`config.mk`:
```
export PLATFORM = sky130hd
export DESIGN_NAME = sorted_array_priority_queue
export DESIGN_NICKNAME = d
export VERILOG_FILES = /design/src/hw/rtl/spq_pkg.sv /design/src/hw/rtl/sorted_array_priority_queue.sv /design/src/hw/rtl/spq_ctrl.sv /design/src/hw/rtl/spq_datapath.sv
export SDC_FILE = /design/constraint.sdc
export NUM_CORES = 2
export LEC_CHECK = 0
export BUFFER_PORTS_ARGS = -buffer_cell sky130_fd_sc_hd__buf_4
export CORE_ASPECT_RATIO = 1.75
export CORE_MARGIN = 5
export CORE_UTILIZATION = 28
export CTS_BUF_LIST = sky130_fd_sc_hd__clkbuf_2 sky130_fd_sc_hd__clkbuf_4 sky130_fd_sc_hd__clkbuf_8
export DETAILED_ROUTE_END_ITERATION = 10
export SETUP_SLACK_MARGIN = 0.4
export SYNTH_ARGS = -nofsm -noshare
export SYNTH_HDL_FRONTEND = slang
export SYNTH_SLANG_ARGS = --single-unit
```
`constraint.sdc`:
```
create_clock -name clk -period 6.6 [get_ports clk]
set_clock_uncertainty 0.05 [all_clocks]
set_input_delay 0.66 -clock clk [delete_from_list [all_inputs] [get_ports clk]]
set_output_delay 0.66 -clock clk [all_outputs]
set_load 0.02 [all_outputs]
```
`src/hw/rtl/spq_pkg.sv`:
```
// ----------------------------------------------------------------------------
// spq_pkg - shared types and codes of the sorted priority queue
// Word formats of both channels, operation and status codes and the
// command bundle from the controller to the datapath.
// ----------------------------------------------------------------------------
`default_nettype none

package spq_pkg;

  // default number of entries
  localparam int DEPTH_DFLT = 16;

  // field widths fixed by the word formats
  localparam int DATA_W = 32;
  localparam int OCC_W  = 5;

  // operation codes
  localparam logic OP_INSERT = 1'b0;
  localparam logic OP_DELETE = 1'b1;

  // result status codes
  typedef logic [1:0] status_t;
  localparam status_t ST_DONE  = 2'd0;
  localparam status_t ST_OVER  = 2'd1;
  localparam status_t ST_UNDER = 2'd2;

  typedef logic [OCC_W-1:0] occ_t;

  // input word
  typedef struct packed {
    logic                     op;
    logic signed [DATA_W-1:0] item_data;
    logic signed [DATA_W-1:0] item_priority;
  } in_word_t;

  // result word
  typedef struct packed {
    status_t                  status;
    logic signed [DATA_W-1:0] out_data;
    logic signed [DATA_W-1:0] out_priority;
    occ_t                     occupancy;
  } out_word_t;

  // controller to datapath commands
  typedef struct packed {
    logic load_in;  // capture the accepted word
    logic exec;     // run the operation and load the result register
  } dp_cmd_t;

endpackage

`default_nettype wire

```
`src/hw/rtl/sorted_array_priority_queue.sv`:
```
// ----------------------------------------------------------------------------
// sorted_array_priority_queue - bounded sorted priority queue
// Keeps up to DEPTH entries ordered by signed priority, smaller first, equal
// priorities in arrival order. Insert and delete each give one result word.
//
//   channel  ports                          word
//   in       in_valid  in_stall  in_word    op, item_data, item_priority
//   out      out_valid out_stall out_word   status, out_data, out_priority,
//                                           occupancy
//
// each word is first captured, then goes through the parallel
// compare-and-shift across the entry row that also loads the result register
// a new word is taken while the previous result still waits under out_stall;
// the operation step then waits for the result register to free up
// synchronous active-low reset empties the queue, entry contents are not
// cleared, no clearing pass is needed
// ----------------------------------------------------------------------------
`default_nettype none

module sorted_array_priority_queue #(
  parameter int DEPTH = spq_pkg::DEPTH_DFLT
) (
  input  wire logic               clk,
  input  wire logic               rst_n,
  input  wire logic               in_valid,
  output logic                    in_stall,
  input  wire spq_pkg::in_word_t  in_word,
  output logic                    out_valid,
  input  wire logic               out_stall,
  output spq_pkg::out_word_t      out_word
);

  spq_pkg::dp_cmd_t cmd;

  // sequencer
  spq_ctrl u_ctrl (
    .clk       (clk),
    .rst_n     (rst_n),
    .in_valid  (in_valid),
    .in_stall  (in_stall),
    .out_valid (out_valid),
    .out_stall (out_stall),
    .cmd       (cmd)
  );

  // entry row and word registers
  spq_datapath #(
    .DEPTH (DEPTH)
  ) u_dp (
    .clk      (clk),
    .rst_n    (rst_n),
    .cmd      (cmd),
    .in_word  (in_word),
    .out_word (out_word)
  );

  // an executed operation always presents a result next cycle
  a_exec_gives_result: assert property (@(posedge clk) disable iff (!rst_n)
    cmd.exec |=> out_valid)
    else $error("executed operation did not present a result");

  // capture and execute never overlap
  a_cmd_exclusive: assert property (@(posedge clk) disable iff (!rst_n)
    !(cmd.load_in && cmd.exec))
    else $error("capture and execute in the same cycle");

  // busy right after taking a word
  a_busy_after_accept: assert property (@(posedge clk) disable iff (!rst_n)
    (in_valid && !in_stall) |=> in_stall)
    else $error("input not stalled while a word is in work");

  // an underflow leaves the queue empty
  a_underflow_empty: assert property (@(posedge clk) disable iff (!rst_n)
    (out_valid && out_word.status == spq_pkg::ST_UNDER) |-> (out_word.occupancy == '0))
    else $error("underflow reported with entries held");

endmodule

`default_nettype wire

```
`src/hw/rtl/spq_ctrl.sv`:
```
// ----------------------------------------------------------------------------
// spq_ctrl - sequencer of the sorted priority queue
// Takes one word at a time, runs it through the datapath once the result
// register is free and tracks the result register's valid flag.
// ----------------------------------------------------------------------------
`default_nettype none

module spq_ctrl (
  input  wire logic            clk,
  input  wire logic            rst_n,
  input  wire logic            in_valid,
  output logic                 in_stall,
  output logic                 out_valid,
  input  wire logic            out_stall,
  output spq_pkg::dp_cmd_t     cmd
);

  typedef enum logic [1:0] {
    S_IDLE = 2'b01,
    S_EXEC = 2'b10
  } state_t;

  state_t state_r, state_nxt;
  logic   out_valid_r, out_valid_nxt;
  logic   out_free;

  // result register can take a new word this cycle
  assign out_free = !out_valid_r || !out_stall;

  // commands and next state
  always_comb begin
    cmd.load_in = 1'b0;
    cmd.exec    = 1'b0;
    state_nxt   = state_r;
    unique case (state_r)
      S_IDLE: begin
        if (in_valid) begin
          cmd.load_in = 1'b1;
          state_nxt   = S_EXEC;
        end
      end
      S_EXEC: begin
        if (out_free) begin
          cmd.exec  = 1'b1;
          state_nxt = S_IDLE;
        end
      end
      default: begin
        state_nxt = S_IDLE;
      end
    endcase
  end

  // result valid flag
  always_comb begin
    priority if (cmd.exec) begin
      out_valid_nxt = 1'b1;
    end else if (out_valid_r && !out_stall) begin
      out_valid_nxt = 1'b0;
    end else begin
      out_valid_nxt = out_valid_r;
    end
  end

  always_ff @(posedge clk) begin
    if (!rst_n) begin
      state_r     <= S_IDLE;
      out_valid_r <= 1'b0;
    end else begin
      state_r     <= state_nxt;
      out_valid_r <= out_valid_nxt;
    end
  end

  assign in_stall  = (state_r != S_IDLE);
  assign out_valid = out_valid_r;

endmodule

`default_nettype wire

```
`src/hw/rtl/spq_datapath.sv`:
```
// ----------------------------------------------------------------------------
// spq_datapath - sorted entry row of the priority queue
// Row of entry cells kept in priority order. On insert every cell compares
// its priority with the new one at once and holds, shifts back or loads;
// on delete the row shifts forward. Also holds the input and result words.
// ----------------------------------------------------------------------------
`default_nettype none

module spq_datapath #(
  parameter int DEPTH = spq_pkg::DEPTH_DFLT
) (
  input  wire logic               clk,
  input  wire logic               rst_n,
  input  wire spq_pkg::dp_cmd_t   cmd,
  input  wire spq_pkg::in_word_t  in_word,
  output spq_pkg::out_word_t      out_word
);

  localparam int CNT_W = $clog2(DEPTH + 1);

  spq_pkg::in_word_t  in_r;
  spq_pkg::out_word_t out_r, out_nxt;

  logic signed [spq_pkg::DATA_W-1:0] pay_r  [DEPTH];
  logic signed [spq_pkg::DATA_W-1:0] rank_r [DEPTH];

  logic [CNT_W-1:0] cnt_r, cnt_nxt;
  logic             full, empty, do_ins, do_del;
  logic [DEPTH-1:0] gt;

  // captured input word
  always_ff @(posedge clk) begin
    if (cmd.load_in) begin
      in_r <= in_word;
    end
  end

  assign full   = (cnt_r == CNT_W'(DEPTH));
  assign empty  = (cnt_r == '0);
  assign do_ins = cmd.exec && (in_r.op == spq_pkg::OP_INSERT) && !full;
  assign do_del = cmd.exec && (in_r.op == spq_pkg::OP_DELETE) && !empty;

  // per-cell compare: held entry ranks strictly behind the new one
  always_comb begin
    for (int i = 0; i < DEPTH; i++) begin
      gt[i] = (CNT_W'(i) < cnt_r) && (rank_r[i] > in_r.item_priority);
    end
  end

  // entry cells
  for (genvar i = 0; i < DEPTH; i++) begin : g_cell
    logic                              prev_gt;
    logic                              at_end;
    logic signed [spq_pkg::DATA_W-1:0] up_pay, up_rank;
    logic signed [spq_pkg::DATA_W-1:0] dn_pay, dn_rank;

    if (i == 0) begin : g_first
      assign prev_gt = 1'b0;
      assign up_pay  = pay_r[i];
      assign up_rank = rank_r[i];
    end else begin : g_rest
      assign prev_gt = gt[i-1];
      assign up_pay  = pay_r[i-1];
      assign up_rank = rank_r[i-1];
    end

    if (i == DEPTH - 1) begin : g_last
      assign dn_pay  = pay_r[i];
      assign dn_rank = rank_r[i];
    end else begin : g_inner
      assign dn_pay  = pay_r[i+1];
      assign dn_rank = rank_r[i+1];
    end

    assign at_end = (cnt_r == CNT_W'(i));

    always_ff @(posedge clk) begin
      priority if (do_ins && prev_gt) begin
        pay_r[i]  <= up_pay;
        rank_r[i] <= up_rank;
      end else if (do_ins && (gt[i] || at_end)) begin
        pay_r[i]  <= in_r.item_data;
        rank_r[i] <= in_r.item_priority;
      end else if (do_del) begin
        pay_r[i]  <= dn_pay;
        rank_r[i] <= dn_rank;
      end
    end
  end

  // entry count
  always_comb begin
    priority if (do_ins) begin
      cnt_nxt = cnt_r + CNT_W'(1);
    end else if (do_del) begin
      cnt_nxt = cnt_r - CNT_W'(1);
    end else begin
      cnt_nxt = cnt_r;
    end
  end

  always_ff @(posedge clk) begin
    if (!rst_n) begin
      cnt_r <= '0;
    end else begin
      cnt_r <= cnt_nxt;
    end
  end

  // result word
  always_comb begin
    out_nxt.status       = spq_pkg::ST_DONE;
    out_nxt.out_data     = '0;
    out_nxt.out_priority = '0;
    out_nxt.occupancy    = spq_pkg::occ_t'(cnt_nxt);
    priority if (in_r.op == spq_pkg::OP_INSERT && full) begin
      out_nxt.status = spq_pkg::ST_OVER;
    end else if (in_r.op == spq_pkg::OP_DELETE && empty) begin
      out_nxt.status = spq_pkg::ST_UNDER;
    end else if (in_r.op == spq_pkg::OP_DELETE) begin
      out_nxt.out_data     = pay_r[0];
      out_nxt.out_priority = rank_r[0];
    end
  end

  always_ff @(posedge clk) begin
    if (cmd.exec) begin
      out_r <= out_nxt;
    end
  end

  assign out_word = out_r;

endmodule

`default_nettype wire

```
==> results.yml <==
run_status:
  outcome: "complete, no violations"
worst_setup_path:
  reg2reg_from: "u_dp.in_r[31]"
  crit_path_start_kind: "flop"
  worst_setup_path_end_kind: "flop"
  crit_path_max_fanout: 45
  r2r_cells: 10
  worst_setup_path_startpoint: "u_dp.in_r[31]"
  cp_data_arrival_time_ns: 6.22
  setup.reg_to_reg.worst_slack_ns: 0.98
  r2r-end: "u_dp.pay_r[2][21]"
  worstSetupEndpoint: "u_dp.pay_r[2][21]"
  timing.setup.critical_path_class: "flop to flop"
  critPathRequiredTime_ns: 7.20
route:
  avgViaCountPerCell: 5.98
  detailed_route_wire_length_mm: 300
  first_iter_violations: 6400
  firstDrtPassIters: 6
  route.antenna.remaining_nets: 0
  detail_route.wl_per_cell_um: 28.1
  detail_route.drc_violations: 0
  dr_total_vias: 63997
placement:
  finalWeightedCongestion: 0.922
  dpl_worst_slack_ns: 1.16
  detailed_place_hpwl_mm: 212
  io_buffers: 141
clocking:
  cts-root-buf: "sky130_fd_sc_hd__clkbuf_8"
  cts_tree: "done"
  cts-buffers-inserted: 198
  worst_skew_pair.late_latency_ns: 0.95
  clk_pin_slew_worst_paths_ns: 0.06
  clock_sinks: 1168
  post_cts_setup_repair_bufs: 0
  clockBufferDepth: 4
  htreeDepth: 4
timing:
  setup-tns-final_ns: 0
  report.final.hold_viol_count: 0
  fin_worst_hold_slack_ns: 0.205
  rsz0062_at_grt: "false"
  transition_time_at_the_pin_with_the_least_slew_margin_ns: 1.22
  finalSetupViolations: 0
  final-max-slew-violation-count: 0
  layout_worst_path_cycle_share_pct: 85.2
  timing.final.ws_setup_ns: 0.976
  fmax_ghz: 0.178
  slew_hr_pct: 18.5
  finalWorstPathRequiredPeriod_ns: 5.62
finish:
  design.final.nets: 7810
  number_of_filler_instances_in_the_final_layout: 26169
  post_route_cells_drive_above_1_share_pct: 11.8
  final_core_occ_pct: 31.8
  syn_to_final_growth_pct: 13.1
synth:
  synth_cells: 7228
  synth.distinct_cells: 86
  synthesis.yosys.warnings: 0
  postSynthRegisterBits: 1168
  ys_seq_area_share_pct: 48.9
  synth.net_count: 7814
  ys_async_sr_fraction_pct: 0
  synthesis.area_per_instance_um2: 9.90
  cell_area_synth_mm2: 0.0715
  synth-edff-count: 1160
  ys_flop_type: "sky130_fd_sc_hd__edfxtp_1"
die:
  design.core.area_mm2: 0.254
  die-height_um: 679
  effective_utilization_at_floorplan_pct: 28.1
  floorplan.io_pins: 142
  design.die.area_mm2: 0.266
  num_rows: 245
  chipWidth_um: 392
power_and_ir_drop:
  power-per-cell-area_mw_per_mm2: 197
  fin_total_pwr_mw: 15.9
  worst_ir_drop_vdd_uv: 156
  p_leak_nw: 28.6
global_routing:
  first_pass_grt_wire_length_mm: 429
  first_global_vias: 64545
  groute.usage.overall_pct: 21.5
  grt_remaining_overflow: 0
  grt_antenna_before_repair: 9
  grt_start_max_net_pins: 228
run:
  drv_cap: 0
hold_path:
  min-delay-path-class: "input pin to flop"
==> final cells by class <==
type / count / area (um^2) / share of cell area (%)
Clock buffer: 259 / 3210 / 3.97
Sequential cell: 1168 / 35000 / 43.3
Multi-Input combinational cell: 5355 / 34000 / 42.1
Tap cell: 3334 / 4170 / 5.16
Antenna cell: 4 / 10.0 / 0.0124
Clock inverter: 75 / 510 / 0.631
Timing Repair Buffer: 436 / 3710 / 4.59
Inverter: 65 / 244 / 0.302
==> cells by family after synthesis <==
logic type / count (synthesis) / share of synthesized area [%]
AO/OA/AOI/OAI: 1944 / 18.3
XOR/XNOR: 6 / 0.0735
adder cells (fa/ha/maj): 517 / 9.04
buffers and inverters: 705 / 4.00
flip-flops: 1168 / 48.9
multiplexers: 144 / 2.24
AND/OR/NAND/NOR: 2744 / 17.5
==> worst min path at each step <==
| stage | from | to | slack (ns) | depth (start not counted) |
|---|---|---|---|---|
| floorplan | u_dp.pay_r[7][40] | u_dp.pay_r[7][8] | 0.44 | 2 |
| global placement | u_dp.pay_r[7][40] | u_dp.pay_r[7][8] | 0.46 | 2 |
| detailed placement | u_dp.pay_r[0][44] | u_dp.pay_r[0][12] | 0.48 | 2 |
| CTS | out_stall | u_ctrl.out_valid | 0.12 | 3 |
| global route | out_stall | u_ctrl.out_valid | 0.19 | 3 |
| finish | out_stall | u_ctrl.out_valid | 0.20 | 3 |
==> where the power goes <==
group | total, mW | switching [mW] | internal (mW)
sequential | 8.14 | 0.0432 | 8.09
combinational | 1.09 | 0.770 | 0.317
clock | 6.72 | 3.30 | 3.42
total | 15.9 | 4.11 | 11.8
==> cells in the mapped netlist, drive strengths merged, types with 45 or more instances <==
| cell | instances | area share [%] |
|---|---|---|
| mux2 | 127 | 2.0 |
| nand3 | 484 | 3.4 |
| and2 | 89 | 0.78 |
| and3 | 59 | 0.52 |
| nor2 | 412 | 2.2 |
| edfxtp | 1160 | 49 |
| o211ai | 426 | 4.5 |
| inv | 65 | 0.34 |
| clkbuf | 453 | 2.4 |
| a31oi | 229 | 2.0 |
| o21ai | 292 | 2.0 |
| nor4 | 119 | 1.1 |
| ha | 517 | 9.0 |
| a21boi | 45 | 0.47 |
| o22a | 95 | 1.2 |
| a211o | 58 | 0.71 |
| o21a | 68 | 0.71 |
| a21oi | 407 | 2.8 |
| nand4 | 116 | 1.0 |
| buf | 187 | 1.3 |
| a311o | 48 | 0.67 |
| o31ai | 113 | 1.2 |
| nor3 | 146 | 1.0 |
| nand2 | 1208 | 6.3 |
==> flip-flops by register name, indices dropped and copies added, names as in the netlist <==
register and count:
u_ctrl.out_valid 1, u_ctrl.state_r 2, u_dp.cnt_r 5, u_dp.in_r 65, u_dp.out_word 71, u_dp.pay_r 512
u_dp.rank_r 512
==> routing by layer <==
| layer | wire (um) | vias to the layer above | track usage [%] |
|---|---|---|---|
| met4 | 37900 | 2 | 21.9 |
| met3 | 17100 | 1305 | 2.31 |
| met5 | 12 | - | 0 |
| li1 | - | 27539 | - |
| met2 | 146000 | 3511 | 37.1 |
| met1 | 99300 | 31640 | 22.0 |
==> critical path, stage by stage (launching register included) <==
cell and delay, ns:
sky130_fd_sc_hd__edfxtp_1 0.85, sky130_fd_sc_hd__inv_1 0.67, sky130_fd_sc_hd__ha_1 0.56, sky130_fd_sc_hd__nand4_1 0.24
sky130_fd_sc_hd__a211oi_1 0.09, sky130_fd_sc_hd__a2111oi_0 0.75, sky130_fd_sc_hd__a31o_2 0.30, sky130_fd_sc_hd__nand3_2 0.85
sky130_fd_sc_hd__buf_4 0.60, sky130_fd_sc_hd__a31oi_1 0.20, sky130_fd_sc_hd__a21oi_1 0.12
==> cell usage in the layout (no fill, tap or decap), drive strengths merged, types with 11 or more instances in the layout <==
cell type    instances
nor2b               24
a221oi              12
a21boi              45
a211o               58
mux2               127
o21a                68
clkinv              63
a21oi              407
nor2               412
o31ai              113
and2                89
a31oi              229
clkbuf             259
nor3               146
a211oi              16
a311o               48
a21o                29
ha                 517
nand2             1208
mux2i               17
and4                11
o21ai              292
o211ai             426
nand3              484
buf                370
edfxtp            1160
o22a                95
a311oi              32
or2                 18
and3                59
dlygate4sd3         66
nand4              116
nor4               119
inv                 67
==> stage by stage <==
step / instances / instance area (um^2)
after floorplan: 7228 / 71500
after global placement: 10292 / 76500
after detailed placement: 10292 / 76500
after CTS: 10692 / 80900
after global routing: 10693 / 80900
final: 10696 / 80900
==> timing repair <==
| item | in CTS | in global routing |
|---|---|---|
| hold buffers | 66 | 0 |
| resized for setup | 0 | 0 |
| setup endpoints to repair | 0 | 0 |
| hold endpoints to repair | 72 | 0 |
No activity file was read; power rests on OpenSTA's default activity.
